File: config.mk
export PLATFORM = sky130hd
export DESIGN_NAME = ttd_cmpr
export DESIGN_NICKNAME = d
export VERILOG_FILES = /design/src/rtl/ttd_pkg.sv /design/src/rtl/ttd_cmpr.sv
export SDC_FILE = /design/constraint.sdc
export NUM_CORES = 1
export LEC_CHECK = 0
export ABC_AREA = 1
export BUFFER_PORTS_ARGS = -buffer_cell sky130_fd_sc_hd__buf_2
export CELL_PAD_IN_SITES_DETAIL_PLACEMENT = 0
export CELL_PAD_IN_SITES_GLOBAL_PLACEMENT = 1
export CORE_ASPECT_RATIO = 1.25
export CORE_UTILIZATION = 45
export DETAILED_ROUTE_END_ITERATION = 10
export GPL_TIMING_DRIVEN = 0
export PLACE_DENSITY = 0.89
export SETUP_SLACK_MARGIN = 0.5
export SYNTH_ARGS = -nofsm -noshare
export SYNTH_HDL_FRONTEND = slang
export SYNTH_SLANG_ARGS = --single-unit
File: constraint.sdc
create_clock -name vclk -period 12.59
set_input_delay 2.518 -clock vclk [all_inputs]
set_output_delay 2.518 -clock vclk [all_outputs]
set_load 0.005 [all_outputs]
File: src/rtl/ttd_pkg.sv
// shared types, constants and colour helpers of the tiled texture decoder
package ttd_pkg;

    localparam int PAL_DEPTH = 16384;
    localparam int PAL_AW    = 14;
    localparam int LANES     = 16;
    localparam logic [10:0] MAX_DIM = 11'd1024;

    // texture format codes
    localparam logic [3:0] FMT_I4     = 4'd0;
    localparam logic [3:0] FMT_I8     = 4'd1;
    localparam logic [3:0] FMT_IA4    = 4'd2;
    localparam logic [3:0] FMT_IA8    = 4'd3;
    localparam logic [3:0] FMT_RGB565 = 4'd4;
    localparam logic [3:0] FMT_RGB5A3 = 4'd5;
    localparam logic [3:0] FMT_RGBA8  = 4'd6;
    localparam logic [3:0] FMT_C4     = 4'd8;
    localparam logic [3:0] FMT_C8     = 4'd9;
    localparam logic [3:0] FMT_C14X2  = 4'd10;
    localparam logic [3:0] FMT_CMPR   = 4'd14;

    // palette entry formats
    localparam logic [1:0] PF_IA8    = 2'd0;
    localparam logic [1:0] PF_RGB565 = 2'd1;

    // register indexes
    localparam logic [1:0] REG_FORMAT  = 2'd0;
    localparam logic [1:0] REG_PALFMT  = 2'd1;
    localparam logic [1:0] REG_WIDTH   = 2'd2;
    localparam logic [1:0] REG_HEIGHT  = 2'd3;

    typedef struct packed {
        logic              valid;
        logic              pal;
        logic [PAL_AW-1:0] pidx;
        logic [9:0]        x;
        logic [9:0]        y;
        logic [31:0]       rgba;   // r in the top byte, a in the lowest
    } texel_t;

    typedef struct packed {
        logic [3:0]       fmt;
        logic [2:0]       k;
        logic [9:0]       x0;
        logic [9:0]       y0;
        logic [10:0]      wc;
        logic [10:0]      hc;
        logic [63:0]      word;
        logic [63:0]      ar;
        logic [3:0][31:0] cpal;
    } lane_ctl_t;

    function automatic logic [7:0] byte_of(input logic [63:0] w, input logic [2:0] n);
        return w[8*(7-n) +: 8];
    endfunction

    function automatic logic [15:0] half_of(input logic [63:0] w, input logic [1:0] n);
        return w[16*(3-n) +: 16];
    endfunction

    // 3-bit alpha scaled to 0..255
    function automatic logic [7:0] alpha3(input logic [2:0] v);
        logic [7:0] a;
        case (v)
            3'd0:    a = 8'd0;
            3'd1:    a = 8'd36;
            3'd2:    a = 8'd72;
            3'd3:    a = 8'd109;
            3'd4:    a = 8'd145;
            3'd5:    a = 8'd182;
            3'd6:    a = 8'd218;
            default: a = 8'd255;
        endcase
        return a;
    endfunction

    function automatic logic [31:0] from_565(input logic [15:0] v);
        return {v[15:11], v[15:13], v[10:5], v[10:9], v[4:0], v[4:2], 8'hFF};
    endfunction

    function automatic logic [31:0] from_5a3(input logic [15:0] v);
        logic [31:0] c;
        if (v[15])
            c = {v[14:10], v[14:12], v[9:5], v[9:7], v[4:0], v[4:2], 8'hFF};
        else
            c = {v[11:8], v[11:8], v[7:4], v[7:4], v[3:0], v[3:0], alpha3(v[14:12])};
        return c;
    endfunction

    function automatic logic [31:0] from_ia8(input logic [15:0] v);
        return {v[7:0], v[7:0], v[7:0], v[15:8]};
    endfunction

    function automatic logic [31:0] from_palette(input logic [1:0] pf, input logic [15:0] v);
        logic [31:0] c;
        if (pf == PF_IA8)
            c = from_ia8(v);
        else if (pf == PF_RGB565)
            c = from_565(v);
        else
            c = from_5a3(v);
        return c;
    endfunction

    // floor(v / 3) for v up to 765, by reciprocal
    function automatic logic [7:0] div3(input logic [9:0] v);
        logic [19:0] p;
        p = v * 10'd683;
        return p[18:11];
    endfunction

endpackage

File: src/rtl/ttd_cmpr.sv
// four-entry colour table of one dxt1 sub-block
module ttd_cmpr (
    input  logic [63:0]      word,
    output logic [3:0][31:0] cpal
);
    import ttd_pkg::*;

    logic [15:0] c0;
    logic [15:0] c1;
    logic [31:0] p0;
    logic [31:0] p1;
    logic        four;
    logic [8:0]  sum1;
    logic [9:0]  two_a;
    logic [9:0]  two_b;

    always_comb
    begin
        c0   = word[63:48];
        c1   = word[47:32];
        p0   = from_565(c0);
        p1   = from_565(c1);
        four = c0 > c1;
        cpal[0] = p0;
        cpal[1] = p1;
        cpal[2] = '0;
        cpal[3] = '0;
        sum1  = '0;
        two_a = '0;
        two_b = '0;
        for (int m = 0; m < 3; m++)
        begin
            sum1  = {1'b0, p0[31-8*m -: 8]} + {1'b0, p1[31-8*m -: 8]};
            two_a = {1'b0, sum1} + {2'b0, p0[31-8*m -: 8]};
            two_b = {1'b0, sum1} + {2'b0, p1[31-8*m -: 8]};
            if (four)
            begin
                cpal[2][31-8*m -: 8] = div3(two_a);
                cpal[3][31-8*m -: 8] = div3(two_b);
            end
            else
            begin
                cpal[2][31-8*m -: 8] = sum1[8:1];
                cpal[3][31-8*m -: 8] = 8'd0;
            end
        end
        cpal[2][7:0] = 8'hFF;
        cpal[3][7:0] = four ? 8'hFF : 8'h00;
    end

endmodule

## Word-level counts from Yosys, hierarchy flattened

Index checks and enable logic that the tools add are counted.

- $add $sub $neg: 9
- Eq/ne operators: 0
- Multipliers: 6
- Muxes and demuxes: 7
- Div/mod/pow operators: 0
- Shift-type cells: 0
- Reduce and logical (&&, ||, !) cells: 0
- Bitwise gates (word level): 0
- Order comparisons: 1

Operators by type and width:

| operator | number |
|---|---|
| $mul 10x10->19 const B | 6 |
| $add 9x8->10 | 6 |
| $mux 8 | 7 |
| $add 8x8->9 | 3 |
| $gt 16x16->1 | 1 |

- Bits in latches: 0
- Flip-flop bits (word level): 0
- Memory bits (writable): 0
- Memory bits (read-only): 0
- Memories: 0
- Output and inout port bits: 128

## Logic depth before layout (Yosys ltp)

Gate-level depths: netlist of the first run.

- Depth in word-level cells: 4
- Gate-level depth with buffers: 39
- Gate-level depth less buffers: 39

## Worst setup path before layout of the first run

OpenSTA, ideal clock, no wires.

- Path type: input to output
- From: in word[36]
- To: out cpal[76] in the netlist's numbering
- Buffers on the path: 0
- Arrival time: 8.337 ns
- Cell stages on the path: 33
- Setup slack: 1.735 ns
- Path through: inv_1 ha_1 inv_2 a21oi_4 o21ai_0 nand2_1 nand2_1 a21oi_2 xor2_1 ha_1 nand2_1 inv_1 a21oi_1 nand2_1 or2_2 nand2_1 inv_1 ha_1 ha_1 inv_1 fa_1 inv_1 fa_1 inv_1 fa_1 inv_1 ha_1 a21oi_1 o21ai_0 a21oi_1 o21ai_0 xor2_1 o21ai_0

RTL lines:

| element | line | RTL |
|---|---|---|
| start: declaration | ttd_cmpr.sv:3 | `input logic [63:0] word,` |
| end: declaration | ttd_cmpr.sv:4 | `output logic [3:0][31:0] cpal` |

==> results of run 1 <==
## Yosys cell counts, types with 9 or more instances
library cell and number:
a21o_1 15, a21oi_1 156, buf_4 81, fa_1 122, ha_1 415, inv_1 414
nand2_1 405, nand2_2 18, nand3_1 72, nand3b_1 9, nor2_1 117, nor3_1 22
o21ai_0 61, o21ai_1 21, o21bai_1 23, xnor2_1 27, xor2_1 67
## tightest hold or removal path, delay by kind of cell
family,cells,cell delay [ns]
buffers and inverters,3,0.33
## layer usage
metal	track usage (%)	up-vias	wire length (um)
met2	42.1	277	19700
met3	1.35	87	1220
met5	0	-	0
met4	8.97	0	1610
li1	-	7164	-
met1	26.5	6326	16500
## path summary, 6_finish.rpt
| path | to | cells after the start |
|---|---|---|
| setup / recovery | cpal[78] | 35 |
| hold / removal | cpal[44] | 3 |
## repair_timing
item,CTS,global route
hold endpoints to repair,0,0
setup endpoints to repair,2,33
pin swaps,0,6
gates resized for setup,1,48
setup buffers,0,7
## kinds of logic after synthesis
group	count (synthesis)	synth area share, %
AOI/OAI and AO/OA	312	11.6
xor gates and xnor gates	100	5.98
adders and majority gates	537	49.0
buffers and inverters	511	14.5
other	2	0.0482
and+or+nand+nor	687	18.9
## cell type report
class,instances,area (um2)
Buffer,89,673
Tap cell,462,578
Multi-Input combinational cell,1661,13600
Antenna cell,1,2.50
Timing Repair Buffer,143,748
Inverter,422,1590
Fill cell,3425,16700
## placed cells by master (no fill, tap or decap), types with 22 or more instances in the layout
| cell type | synthesis | layout |
|---|---|---|
| o21ai_0 | 61 | 56 |
| buf_4 | 81 | 89 |
| nor2_1 | 117 | 115 |
| o21ai_1 | 21 | 22 |
| inv_1 | 414 | 413 |
| ha_1 | 415 | 408 |
| buf_2 | 4 | 134 |
| a21oi_1 | 156 | 151 |
| nand3_1 | 72 | 72 |
| nand2_1 | 405 | 399 |
| fa_1 | 122 | 121 |
| nand2_2 | 18 | 24 |
| o21bai_1 | 23 | 23 |
| xnor2_1 | 27 | 27 |
| nor3_1 | 22 | 22 |
| conb_1 | 2 | 25 |
| xor2_1 | 67 | 62 |
## metrics by stage
step | util [%] | hold slack [ns] | setup slack (ns)
2_1_floorplan | - | 5.12 | 1.73
3_3_place_gp | 50.0 | 5.37 | 0.520
3_5_place_dp | 50.0 | 5.38 | 0.402
4_1_cts | 50.0 | 5.38 | 0.506
5_1_grt | 50.7 | 5.40 | 0.440
6_report | 50.7 | 5.38 | 0.891
==> impl_metrics.yaml, run 1 <==
timing:
  relSlewSlack_pct: 58.8
  finalHoldViolations: 0
  drv_slew: 0
  setup_viol: 0
  timing.final.crit_share_pct: 92.9
  tightest_slew_ns: 0.614
  setup_tns_ns: 0
  rsz0062_at_grt: "no"
  min_period_ns: 11.70
  max_freq_mhz: 85.5
global_route:
  grt_pass1_vias: 14100
  grtUsageTotal_pct: 22.5
  grt_max_degree: 18
  grt_pass1_wl_um: 65400
  antenna_found_initial: 1
  grt_overflow: 0
placed_design:
  io_buffers: 136
  dp_hpwl_um: 35300
  place_congestion: 0.920
  dp.cells: 2770
  dpl_cell_area_mm2: 0.0169
status:
  status: "finished clean"
logic_synthesis:
  syn_avg_cell_area_um2: 7.25
  syn_area_mm2: 0.0156
  yosys.area.top_type: "ha_1"
  synth.distinct_cells: 53
  syn_inst: 2149
  synth_warnings: 0
  ys_seq_area_share_pct: 0
  netlist.area_leader.share_pct: 33.3
  synthTopCellsByArea: "ha_1 (33%), fa_1 (16%), inv_1 (10%)"
finish:
  clock_buffers: 0
  ff_latch_area_um2: 0
  postLayoutCellArea_mm2: 0.0172
  drive_gt1_share_pct: 14.6
  seq_cells: 0
  fin_nets: 2918
  syn2layout_area_growth_pct: 10.2
  final_cells: 2778
critical_path:
  path_class: "in -> out"
  worst_path_max_delay_cell: "fa_1"
  cp-start-kind: "input port"
  cp.required_ns: 10.07
  cp-startpoint: "word[50]"
  crit_top_cell: "inv_1"
  path_delay_family: "adder cells"
  endpoint_kind: "primary output"
  critPathMaxFanout: 10
  crit_buf_inv: 8
  arrival_ns: 9.18
  slowest_delay_ns: 0.54
die:
  dieArea_mm2: 0.0354
  die_y_um: 210
  start_util_pct: 46.0
  core_area_mm2: 0.0339
  num_rows: 75
  ios: 192
  die_w_um: 168
detailed_routing:
  wirelength_um: 39100
  vias: 13900
  wl_per_cell_um: 14.1
  route.detailed.drc: 0
  routed_via_density: 4.99
  drtPass1Iterations: 5
  drtIter0Drc: 513
  final_antenna_net_count: 0
run:
  drv_cap: 0
cts:
  holdBufCountCts: 0
hold_path:
  hold_class: "in -> out"
  min_from: "word[33]"
Power of run 1 is left out: the tool's default activity adds up to more than one toggle a clock period on the data nets, which glitch-free logic cannot reach.
==> inputs of run 2 (changes only) <==
--- a/config.mk
+++ b/config.mk
@@ -10,10 +10,10 @@
 export CELL_PAD_IN_SITES_DETAIL_PLACEMENT = 0
 export CELL_PAD_IN_SITES_GLOBAL_PLACEMENT = 1
 export CORE_ASPECT_RATIO = 1.25
-export CORE_UTILIZATION = 45
+export CORE_UTILIZATION = 30
 export DETAILED_ROUTE_END_ITERATION = 10
 export GPL_TIMING_DRIVEN = 0
-export PLACE_DENSITY = 0.89
+export PLACE_DENSITY = 0.65
 export SETUP_SLACK_MARGIN = 0.5
 export SYNTH_ARGS = -nofsm -noshare
 export SYNTH_HDL_FRONTEND = slang
==> run 2 against run 1 <==
Effect of this change:
- final cell count grew 7.3%
- flip-flop and latch count stayed put
- wire length is 8.4% higher
- critical endpoint is now cpal[86]
==> impl_metrics.yaml, run 2 (synthesis results as in run 1) <==
critical_path:
  critPathMaxFanout: 7
  worst_path_max_delay_cell: "fa_1"
  crit_top_cell: "inv_1"
  slowest_delay_ns: 0.53
  cp.required_ns: 10.07
  endpoint_kind: "primary output"
  path_class: "in -> out"
  cp-start-kind: "input port"
  arrival_ns: 9.17
finish:
  seq_cells: 0
  fin_nets: 2919
  drive_gt1_share_pct: 15.0
  mostFrequentLayoutCells: "inv_1 (412), ha_1 (407), nand2_1 (399), a21oi_1 (151), buf_2 (134)"
  ff_latch_area_um2: 0
  multi_input_area_mm2: 0.0136
  fillers: 5674
  clock_buffers: 0
  layout_commonest_cell: "inv_1"
  syn2layout_area_growth_pct: 12.1
timing:
  finalHoldViolations: 0
  min_period_ns: 11.69
  tightest_slew_ns: 0.571
  drv_slew: 0
  setup_viol: 0
  fin_ws_ns: 0.905
  timing.final.crit_share_pct: 92.8
  rsz0062_at_grt: "no"
  setup_tns_ns: 0
  max_freq_mhz: 85.6
  relSlewSlack_pct: 61.8
detailed_routing:
  drtPass1Iterations: 5
  final_antenna_net_count: 0
  vias: 13600
  drtIter0Drc: 404
  wirelength_um: 42300
  route.detailed.drc: 0
  wl_per_cell_um: 14.2
  routed_via_density: 4.55
die:
  core_area_mm2: 0.0514
  start_util_pct: 30.3
  die_w_um: 206
  die_y_um: 257
  num_rows: 93
  dieArea_mm2: 0.0529
  ios: 192
global_route:
  grt_pass1_wl_um: 69200
  grtUsageTotal_pct: 16.2
  grt_max_degree: 18
  grt_pass1_vias: 13900
  grt_overflow: 0
  antenna_found_initial: 0
placed_design:
  dp_slack_ns: 0.265
  place_congestion: 0.855
  io_buffers: 136
  dp_hpwl_um: 38600
hold_path:
  hold_class: "in -> out"
run:
  drv_cap: 0
status:
  status: "finished clean"
run 2: timing repair:
| item | in CTS | in global routing |
|---|---|---|
| pin swaps | 1 | 7 |
| hold buffers | 0 | 0 |
| endpoints found under the setup margin | 9 | 38 |
| resized for setup | 4 | 54 |
| buffers inserted | 1 | 7 |
run 2: layer usage:
metal / GRT usage [%] / up-vias / routed length [um]
li1: - / 7175 / -
met1: 20.1 / 6194 / 18900
met2: 31.0 / 175 / 21800
met3: 0.191 / 37 / 691
met4: 2.96 / 0 / 941
met5: 0 / - / 0
run 2: worst paths after layout:
path,startpoint,end,slack [ns],cells after the start
worst max-delay path,word[41],cpal[86],0.90,37
worst min-delay path,word[48],cpal[11],5.41,3
run 2: area by class of cell:
type	instances	area share, %
diodes	1	0.0143
plain buffers	89	3.85
inverters	422	9.09
multi-input cells	1661	78.0
well taps	665	4.76
repair buffers	144	4.33
run 2: metrics by stage:
step                      instances  instance area (um2)  hold WS [ns]  util [%]
final                          2982                17500          5.41      34.0
after global routing           2981                17500          5.42      33.9
after CTS                      2974                17200          5.40      33.5
after detailed placement       2973                17200          5.40      33.4
after global placement         2973                17200          5.40      33.4
after floorplan                2172                15700          5.12         -
run 2: worst max-delay path: cells and delay by family:
| kind | cells | cell delay, ns |
|---|---|---|
| buffers and inverters | 11 | 1.03 |
| AND/OR/NAND/NOR | 11 | 1.36 |
| XOR/XNOR | 1 | 0.24 |
| AO/OA/AOI/OAI | 5 | 0.70 |
| adder cells (fa/ha/maj) | 9 | 3.30 |
Power of run 2 is left out for the same reason.
