### src/rtl/ttd_pkg.sv
// shared types, constants and colour helpers of the tiled texture decoder
package ttd_pkg;

    localparam int PAL_DEPTH = 16384;
    localparam int PAL_AW    = 14;
    localparam int LANES     = 16;
    localparam logic [10:0] MAX_DIM = 11'd1024;

    // texture format codes
    localparam logic [3:0] FMT_I4     = 4'd0;
    localparam logic [3:0] FMT_I8     = 4'd1;
    localparam logic [3:0] FMT_IA4    = 4'd2;
    localparam logic [3:0] FMT_IA8    = 4'd3;
    localparam logic [3:0] FMT_RGB565 = 4'd4;
    localparam logic [3:0] FMT_RGB5A3 = 4'd5;
    localparam logic [3:0] FMT_RGBA8  = 4'd6;
    localparam logic [3:0] FMT_C4     = 4'd8;
    localparam logic [3:0] FMT_C8     = 4'd9;
    localparam logic [3:0] FMT_C14X2  = 4'd10;
    localparam logic [3:0] FMT_CMPR   = 4'd14;

    // palette entry formats
    localparam logic [1:0] PF_IA8    = 2'd0;
    localparam logic [1:0] PF_RGB565 = 2'd1;

    // register indexes
    localparam logic [1:0] REG_FORMAT  = 2'd0;
    localparam logic [1:0] REG_PALFMT  = 2'd1;
    localparam logic [1:0] REG_WIDTH   = 2'd2;
    localparam logic [1:0] REG_HEIGHT  = 2'd3;

    typedef struct packed {
        logic              valid;
        logic              pal;
        logic [PAL_AW-1:0] pidx;
        logic [9:0]        x;
        logic [9:0]        y;
        logic [31:0]       rgba;   // r in the top byte, a in the lowest
    } texel_t;

    typedef struct packed {
        logic [3:0]       fmt;
        logic [2:0]       k;
        logic [9:0]       x0;
        logic [9:0]       y0;
        logic [10:0]      wc;
        logic [10:0]      hc;
        logic [63:0]      word;
        logic [63:0]      ar;
        logic [3:0][31:0] cpal;
    } lane_ctl_t;

    function automatic logic [7:0] byte_of(input logic [63:0] w, input logic [2:0] n);
        return w[8*(7-n) +: 8];
    endfunction

    function automatic logic [15:0] half_of(input logic [63:0] w, input logic [1:0] n);
        return w[16*(3-n) +: 16];
    endfunction

    // 3-bit alpha scaled to 0..255
    function automatic logic [7:0] alpha3(input logic [2:0] v);
        logic [7:0] a;
        case (v)
            3'd0:    a = 8'd0;
            3'd1:    a = 8'd36;
            3'd2:    a = 8'd72;
            3'd3:    a = 8'd109;
            3'd4:    a = 8'd145;
            3'd5:    a = 8'd182;
            3'd6:    a = 8'd218;
            default: a = 8'd255;
        endcase
        return a;
    endfunction

    function automatic logic [31:0] from_565(input logic [15:0] v);
        return {v[15:11], v[15:13], v[10:5], v[10:9], v[4:0], v[4:2], 8'hFF};
    endfunction

    function automatic logic [31:0] from_5a3(input logic [15:0] v);
        logic [31:0] c;
        if (v[15])
            c = {v[14:10], v[14:12], v[9:5], v[9:7], v[4:0], v[4:2], 8'hFF};
        else
            c = {v[11:8], v[11:8], v[7:4], v[7:4], v[3:0], v[3:0], alpha3(v[14:12])};
        return c;
    endfunction

    function automatic logic [31:0] from_ia8(input logic [15:0] v);
        return {v[7:0], v[7:0], v[7:0], v[15:8]};
    endfunction

    function automatic logic [31:0] from_palette(input logic [1:0] pf, input logic [15:0] v);
        logic [31:0] c;
        if (pf == PF_IA8)
            c = from_ia8(v);
        else if (pf == PF_RGB565)
            c = from_565(v);
        else
            c = from_5a3(v);
        return c;
    endfunction

    // floor(v / 3) for v up to 765, by reciprocal
    function automatic logic [7:0] div3(input logic [9:0] v);
        logic [19:0] p;
        p = v * 10'd683;
        return p[18:11];
    endfunction

endpackage

### src/rtl/ttd_lane.sv
// one decode lane: position, clipping and colour of one texel of a word
module ttd_lane (
    input  ttd_pkg::lane_ctl_t ctl,
    input  logic [3:0]         lane_id,
    output ttd_pkg::texel_t    tex
);
    import ttd_pkg::*;

    logic [7:0]  bv;
    logic [3:0]  nib;
    logic [15:0] hv;
    logic [2:0]  xo;
    logic [2:0]  yo;
    logic [1:0]  ci;
    logic        live;
    logic [10:0] xx;
    logic [10:0] yy;

    always_comb
    begin
        tex  = '0;
        live = 1'b0;
        xo   = '0;
        yo   = '0;
        bv   = '0;
        nib  = '0;
        hv   = '0;
        ci   = '0;
        case (ctl.fmt)
            FMT_I4, FMT_C4:
            begin
                live = 1'b1;
                bv   = byte_of(ctl.word, lane_id[3:1]);
                nib  = lane_id[0] ? bv[3:0] : bv[7:4];
                xo   = lane_id[2:0];
                yo   = {ctl.k[1:0], lane_id[3]};
                if (ctl.fmt == FMT_I4)
                    tex.rgba = {4{nib, nib}};
                else
                begin
                    tex.pal  = 1'b1;
                    tex.pidx = PAL_AW'(nib);
                end
            end
            FMT_I8, FMT_IA4, FMT_C8:
            begin
                live = !lane_id[3];
                bv   = byte_of(ctl.word, lane_id[2:0]);
                xo   = lane_id[2:0];
                yo   = {1'b0, ctl.k[1:0]};
                if (ctl.fmt == FMT_I8)
                    tex.rgba = {4{bv}};
                else if (ctl.fmt == FMT_IA4)
                    tex.rgba = {{3{bv[3:0], bv[3:0]}}, bv[7:4], bv[7:4]};
                else
                begin
                    tex.pal  = 1'b1;
                    tex.pidx = PAL_AW'(bv);
                end
            end
            FMT_IA8, FMT_RGB565, FMT_RGB5A3, FMT_C14X2:
            begin
                live = (lane_id[3:2] == 2'b00);
                hv   = half_of(ctl.word, lane_id[1:0]);
                xo   = {1'b0, lane_id[1:0]};
                yo   = {1'b0, ctl.k[1:0]};
                if (ctl.fmt == FMT_IA8)
                    tex.rgba = from_ia8(hv);
                else if (ctl.fmt == FMT_RGB565)
                    tex.rgba = from_565(hv);
                else if (ctl.fmt == FMT_RGB5A3)
                    tex.rgba = from_5a3(hv);
                else
                begin
                    tex.pal  = 1'b1;
                    tex.pidx = hv[PAL_AW-1:0];
                end
            end
            FMT_RGBA8:
            begin
                // gb plane word: ar comes from the buffered plane
                live = ctl.k[2] && (lane_id[3:2] == 2'b00);
                xo   = {1'b0, lane_id[1:0]};
                yo   = {1'b0, ctl.k[1:0]};
                tex.rgba = {byte_of(ctl.ar,   {lane_id[1:0], 1'b1}),
                            byte_of(ctl.word, {lane_id[1:0], 1'b0}),
                            byte_of(ctl.word, {lane_id[1:0], 1'b1}),
                            byte_of(ctl.ar,   {lane_id[1:0], 1'b0})};
            end
            FMT_CMPR:
            begin
                live = 1'b1;
                bv   = byte_of(ctl.word, {1'b1, lane_id[3:2]});
                ci   = 2'(bv >> {~lane_id[1:0], 1'b0});
                xo   = {ctl.k[0], lane_id[1:0]};
                yo   = {ctl.k[1], lane_id[3:2]};
                tex.rgba = ctl.cpal[ci];
            end
            default:
            begin
                live = 1'b0;
            end
        endcase
        xx = {1'b0, ctl.x0} + {8'b0, xo};
        yy = {1'b0, ctl.y0} + {8'b0, yo};
        tex.x     = xx[9:0];
        tex.y     = yy[9:0];
        tex.valid = live && (xx < ctl.wc) && (yy < ctl.hc);
    end

endmodule

### config.mk
export PLATFORM = sky130hd
export DESIGN_NAME = ttd_lane
export DESIGN_NICKNAME = d
export VERILOG_FILES = /design/src/rtl/ttd_pkg.sv /design/src/rtl/ttd_lane.sv
export SDC_FILE = /design/constraint.sdc
export NUM_CORES = 1
export LEC_CHECK = 0
export ABC_AREA = 1
export BUFFER_PORTS_ARGS = -buffer_cell sky130_fd_sc_hd__buf_2
export CORE_AREA = 2 2 145 147
export DETAILED_ROUTE_END_ITERATION = 7
export DIE_AREA = 0 0 147 149
export MAX_ROUTING_LAYER = met4
export PLACE_DENSITY_LB_ADDON = 0.1
export SLEW_MARGIN = 30
export SYNTH_ARGS = -nofsm -noshare
export SYNTH_HDL_FRONTEND = slang
export SYNTH_SLANG_ARGS = --single-unit
### constraint.sdc
create_clock -name vclk -period 3.5
set_input_delay 0 -clock vclk [all_inputs]
set_output_delay 0 -clock vclk [all_outputs]
set_load 0.05 [all_outputs]
-- Word level (Yosys, flattened, before mapping)
Index checks and enable logic that the tools add are counted.
- register bits: 0
- eq/ne operators: 16
- $add $sub $neg: 8
- reduce and logical (&&, ||, !) cells: 14
- muxes and demuxes: 22
- $lt $le $gt $ge: 3
- bitwise logic cells: 1
- shift operators: 9
- operators by type and width (operator ; count):
    $shiftx A64 B33 Y8 ; 7
    $mux W32 ; 8
    $pmux W32 S5 ; 1
    $mux W15 ; 6
    $bmux W32 S2 ; 1
    $shiftx A64 B33 Y16 ; 1
    $pmux W8 S7 ; 1
    $pmux W15 S3 ; 1
    $add A10 B3 Y11 ; 2
    $lt A11 B11 Y1 ; 2
    $sub A3 B3 Y4 const A ; 5
    $pmux W3 S3 ; 2
    $eq A4 B4 Y1 const B ; 4
    $eq A4 B3 Y1 const B ; 3
    $reduce_or A5 Y1 ; 2
    $eq A3 B3 Y1 const B ; 3
    $eq A4 B2 Y1 const B ; 2
    $reduce_or A8 Y1 ; 1
    $shr A8 B3 Y2 ; 1
    $eq A3 B2 Y1 const B ; 2
    $reduce_or A3 Y1 ; 2
    $eq A4 B1 Y1 const B ; 1
    $logic_not A4 Y1 ; 1
    $mux W4 ; 1
    other kinds (11) ; 13

-- Longest topological paths before layout
Gate-level depths: netlist of run 1.
- depth after elaboration: 9
- mapped depth: 25
- gate-level depth less buffers: 25

-- Worst setup path before layout of run 1
Ideal clock, no wire load.
- kind: input to output
- start point: input port ctl[302] (netlist bit)
- end point: output port tex[67] (netlist bit)
- required time: 3.500 ns
- stages: 22
- path slack: -0.894 ns
- buffers on the path: 0
- arrival time: 4.394 ns
- cell sequence: inv_1 nand3_1 nand2_1 inv_1 nand2_2 nor2_1 nand2_1 inv_1 a21oi_1 ha_1 inv_1 fa_1 o21ai_0 nand3_1 nor3_1 xor2_1 ha_1 a21oi_1 o21ai_0 a211oi_1 o21ai_0 nor2_1
- RTL lines (item ; RTL line ; text):
    from (decl) ; ttd_lane.sv:3 ; input ttd_pkg::lane_ctl_t ctl,
    to (decl) ; ttd_lane.sv:5 ; output ttd_pkg::texel_t tex

==> results of run 1 <==
==> metal layers <==
layer | vias to the layer above | wire, microns | GRT usage
met5 | - | 0 | -
met4 | 0 | 1510 | 0.113
met3 | 69 | 2680 | 0.0278
met2 | 498 | 16000 | 0.492
met1 | 4741 | 14300 | 0.391
li1 | 5333 | - | -
==> worst min-delay path, cell delays in order <==
cell and delay (ns):
buf_2 0.11, xor2_2 0.07, buf_2 0.21
==> cell usage after synthesis, types with 3 or more instances <==
cell type / count
a21oi_1: 41
a21oi_2: 6
a221oi_1: 3
a22o_1: 5
a22oi_1: 12
buf_2: 34
buf_4: 7
buf_6: 29
clkbuf_1: 11
ha_1: 26
inv_1: 168
inv_2: 9
nand2_1: 596
nand2_2: 7
nand3_1: 221
nand3b_1: 66
nand4_1: 12
nor2_1: 78
nor2_2: 10
nor2_4: 4
nor3_1: 6
o211ai_1: 8
o21ai_0: 46
o21ai_1: 7
o221ai_1: 3
xor2_1: 13
==> repair_timing <==
item / CTS / global route
pin swaps: 0 / 9
hold buffers: 0 / 0
setup endpoints to repair: 1 / 1
setup buffers: 0 / 1
resized for setup: 1 / 31
==> placed cells by master (no fill, tap or decap), types with 7 or more instances in the layout <==
cell type / instances
a21oi_1: 38
a21oi_2: 9
a22oi_1: 12
buf_2: 376
buf_4: 42
ha_1: 22
inv_1: 167
inv_2: 10
nand2_1: 594
nand2_2: 9
nand3_1: 218
nand3b_1: 66
nand4_1: 12
nor2_1: 68
nor2_2: 17
nor2_4: 7
o211ai_1: 8
o21ai_0: 40
o21ai_1: 11
xor2_1: 8
==> per-stage QoR <==
stage	power, W	setup TNS, ns	utilization	setup WS [ns]
4_1_cts	0.00163	0	0.446	0.00806
3_5_place_dp	0.00163	-0.0470	0.446	-0.0470
2_1_floorplan	0.00112	0	-	0.0195
3_3_place_gp	0.00162	0	0.446	0.0158
5_1_grt	0.00182	-0.0580	0.452	-0.0580
6_report	0.00166	0	0.452	0.229
==> layout make-up <==
| type | count | area [sq um] | share of cell area |
|---|---|---|---|
| Antenna cell | 2 | 5.00 | 0.000539 |
| Inverter | 180 | 681 | 0.0733 |
| Multi-Input combinational cell | 1193 | 6030 | 0.649 |
| Tap cell | 275 | 344 | 0.0371 |
| Timing Repair Buffer | 420 | 2230 | 0.240 |
==> path summary, 6_finish.rpt <==
check	slack, ns	start	endpoint
worst min-delay path	0.39	ctl[297]	tex[51]
worst max-delay path	0.23	ctl[303]	tex[67]
==> cell families after synthesis <==
family          Yosys count  share of synthesized area
simple gates           1010                      0.633
buf+inv                 261                      0.179
fa+ha+maj                28                     0.0515
compound gates          140                      0.118
xor+xnor                 15                     0.0185
==> power groups by stage <==
stage	Clock (W)	Sequential (W)	Combinational, W
6_report	0.0000000000765	0	0.00166
5_1_grt	0.0000000000764	0	0.00182
3_5_place_dp	0	0	0.00163
3_3_place_gp	0	0	0.00162
2_1_floorplan	0	0	0.00112
4_1_cts	0	0	0.00163
==> flow_metrics.env, run 1 <==
export IMPL_cap_violations=0
export IMPL_sw_frac_of_total=0.680
export IMPL_io_pin_count=377
export IMPL_dieArea_sq_mm=0.0219
export IMPL_antenna_found_initial=2
export IMPL_setup_viol=0
export IMPL_leakage_nw=5.67
export IMPL_gp_congestion=0.961
export IMPL_dp_cells=2067
export IMPL_drt_pass1_iter_count=6
export IMPL_slew_headroom=0.339
export IMPL_p_clk_frac=0
export IMPL_ys_types=44
export IMPL_outcome="complete, no violations"
export IMPL_routed_via_density=5.14
export IMPL_vdd_drop_max_uv=89.4
export IMPL_die_h_microns=149
export IMPL_path_cells="buf_2 -> inv_1 -> nand2_2 -> nor2_2 -> nor2_2 -> nand2_1 -> nor2_2 -> nand2_1 -> inv_1 -> a21oi_2 -> ha_2 -> inv_1 -> fa_2 -> o21ai_2 -> nand3_2 -> buf_4 -> nor3_1 -> ha_1 -> a21oi_1 -> o21ai_1 -> a211oi_2 -> o21ai_2 -> nor2_4 -> buf_6"
export IMPL_grt_pass1_wl_microns=51800
export IMPL_vias=10600
export IMPL_grt_usage=0.302
export IMPL_drc=0
export IMPL_ys_warn_count=0
export IMPL_cpPeakStageDelay_ns=0.37
export IMPL_path_buf_inv=6
export IMPL_port_buffers=377
export IMPL_syn_nets=1791
export IMPL_hpwlAfterDp_microns=27800
export IMPL_first_iter_violations=996
export IMPL_initial_core_util=0.345
export IMPL_fin_area_sq_mm=0.00929
export IMPL_die_w_microns=147
export IMPL_cpMaxStageDelayCell="fa_2"
export IMPL_placed_cell_area_sq_mm=0.00916
export IMPL_drive_gt1_frac=0.280
export IMPL_path_delay_family="compound AO/OA/AOI/OAI gates"
export IMPL_fin_cells=2070
export IMPL_core_area_sq_mm=0.0206
export IMPL_hold_depth=3
export IMPL_seq_cells=0
export IMPL_synth_area_leaders="nand2_1 (32%), nand3_1 (16%), inv_1 (8.9%)"
export IMPL_cp_max_fo=5
export IMPL_syn_to_final_growth_pct=31.0
export IMPL_seq_power_share=0
export IMPL_pwr_density_cell_mw_per_mm2=179
export IMPL_switching_power_w=0.00113
export IMPL_nFillCells=2420
export IMPL_combPwrFrac=1.000
export IMPL_worstPathArrival_ns=3.27
export IMPL_drtAntennaViolNets=0
export IMPL_layout_nets=2132
export IMPL_syn_inst=1454
export IMPL_seq_area_sq_um=0
export IMPL_tightest_slew_ns=0.988
export IMPL_grt_pass1_vias=9708
export IMPL_slew_viol_final=0
export IMPL_min_path_type="in -> out"
export IMPL_syn_avg_cell_area_sq_um=4.88
export IMPL_p_int_w=0.000533
export IMPL_yosysSeqAreaShare=0
export IMPL_holdWs_ns=0.395
export IMPL_startpoint_type="primary input"
export IMPL_finalHoldViolations=0
export IMPL_cp_end_kind="output port"
export IMPL_grt_overflow_total=0
export IMPL_grt_start_max_net_pins=65
export IMPL_period_share=0.935
export IMPL_fmax_mhz=306
export IMPL_rows=53
export IMPL_wire_per_inst_microns=16.7
export IMPL_required_ns=3.50
export IMPL_synth_area_sq_mm=0.00709
export IMPL_wl_microns=34500
export IMPL_num_clock_buffers=0
export IMPL_path_depth=24
export IMPL_crit_type="in -> out"
export IMPL_synth_largest_area_cell="nand2_1"
export IMPL_yosysTopAreaCellShare=0.316
export IMPL_timing_final_crit_period_ns=3.27
No activity file was read; power rests on OpenSTA's default activity.
==> run 2, diff against run 1 <==
Settings changed: CORE_AREA 2 2 145 147 to 3 3 146 148, DIE_AREA 0 0 147 149 to 0 0 149 151.
==> flow_metrics.env, run 2 (synthesis results as in run 1) <==
export IMPL_outcome="complete, no violations"
export IMPL_setup_viol=0
export IMPL_drive_gt1_frac=0.294
export IMPL_layout_nets=2148
export IMPL_cap_violations=0
export IMPL_hpwlAfterDp_microns=29000
export IMPL_seq_area_sq_um=0
export IMPL_required_ns=3.50
export IMPL_min_path_type="in -> out"
export IMPL_cp_max_fo=5
export IMPL_wl_microns=35700
export IMPL_die_h_microns=151
export IMPL_first_iter_violations=1060
export IMPL_holdWs_ns=0.390
export IMPL_routed_via_density=5.18
export IMPL_tightest_slew_ns=0.681
export IMPL_vias=10800
export IMPL_slew_headroom=0.545
export IMPL_drc=0
export IMPL_die_w_microns=149
export IMPL_period_share=0.935
export IMPL_core_area_sq_mm=0.0202
export IMPL_startpoint_type="primary input"
export IMPL_grt_start_max_net_pins=65
export IMPL_seq_cells=0
export IMPL_hold_depth=3
export IMPL_drtAntennaViolNets=0
export IMPL_wire_per_inst_microns=17.2
export IMPL_slew_viol_final=0
export IMPL_port_buffers=377
export IMPL_grt_usage=0.299
export IMPL_num_clock_buffers=0
export IMPL_grt_pass1_vias=9553
export IMPL_holdBufCountCts=0
export IMPL_finalHoldViolations=0
export IMPL_syn_to_final_growth_pct=34.1
export IMPL_crit_type="in -> out"
export IMPL_final_common_cell="nand2_1"
export IMPL_initial_core_util=0.351
export IMPL_fmax_mhz=306
export IMPL_cp_end_kind="output port"
export IMPL_grt_overflow_total=0
export IMPL_drt_pass1_iter_count=8
export IMPL_dieArea_sq_mm=0.0225
export IMPL_antenna_found_initial=2
export IMPL_rows=52
export IMPL_grt_pass1_wl_microns=52200
export IMPL_final_cell_mix="nand2_1 (588), buf_2 (372), nand3_1 (215)"
export IMPL_timing_final_crit_period_ns=3.27
export IMPL_hold_end="tex[51]"
export IMPL_min_from="ctl[297]"
export IMPL_io_pin_count=377
export IMPL_worstPathArrival_ns=3.27
export IMPL_gp_congestion=0.981
==> run 2: worst max path at each step <==
stage | from | end | slack, ns
after floorplan | ctl[302] | tex[67] | 0.02
after global placement | ctl[302] | tex[67] | -0.005
after detailed placement | ctl[301] | tex[67] | -0.06
after CTS | ctl[301] | tex[67] | 0.02
after global routing | ctl[302] | tex[67] | -0.04
final | ctl[304] | tex[67] | 0.23
==> run 2: worst max-delay path, cell delays in order <==
cell      delay (ns)
buf_4           0.14
inv_8           0.09
nand2_8         0.06
nor2_4          0.13
nor2_4          0.05
nand2_2         0.07
nor2_2          0.05
nand2_2         0.06
inv_2           0.04
a21oi_2         0.12
ha_2            0.20
inv_2           0.04
fa_2            0.37
o21ai_2         0.19
nand3_2         0.12
nor3_4          0.26
xor2_4          0.20
ha_4            0.23
nand2_2         0.05
nor2_2          0.05
nand4_1         0.06
a21oi_1         0.05
a211oi_2        0.25
o21ai_2         0.11
nor2_4          0.10
buf_8           0.15
==> run 2: metrics by stage <==
step                std cells  instance area, sq um  setup TNS [ns]  worst slack, ns  utilization
floorplan                1454                  7190               0           0.0195            -
global placement         2071                  9210        -0.00498         -0.00498        0.457
detailed placement       2071                  9220         -0.0641          -0.0641        0.457
CTS                      2071                  9220               0           0.0250        0.457
global route             2081                  9500         -0.0374          -0.0374        0.471
finish                   2081                  9500               0            0.228        0.471
==> run 2: per-layer routing <==
layer,routed length [microns],vias up,global-route usage
met4,1390,0,0.0993
li1,-,5362,-
met2,17000,555,0.499
met1,14400,4786,0.383
met3,2940,78,0.0245
met5,0,-,-
==> run 2: repair_timing <==
| action | 4_1_cts | 5_1_grt |
|---|---|---|
| gates resized for setup | 2 | 66 |
| cloned | 0 | 0 |
| setup endpoints to repair | 1 | 1 |
| pin swaps | 2 | 25 |
| buffers inserted | 0 | 8 |
==> run 2: layout make-up <==
type | instances | area [sq um]
fillers | 2326 | 10700
multi-input cells | 1193 | 6100
inverters | 180 | 696
well taps | 270 | 338
repair buffers | 436 | 2360
diodes | 2 | 5.00
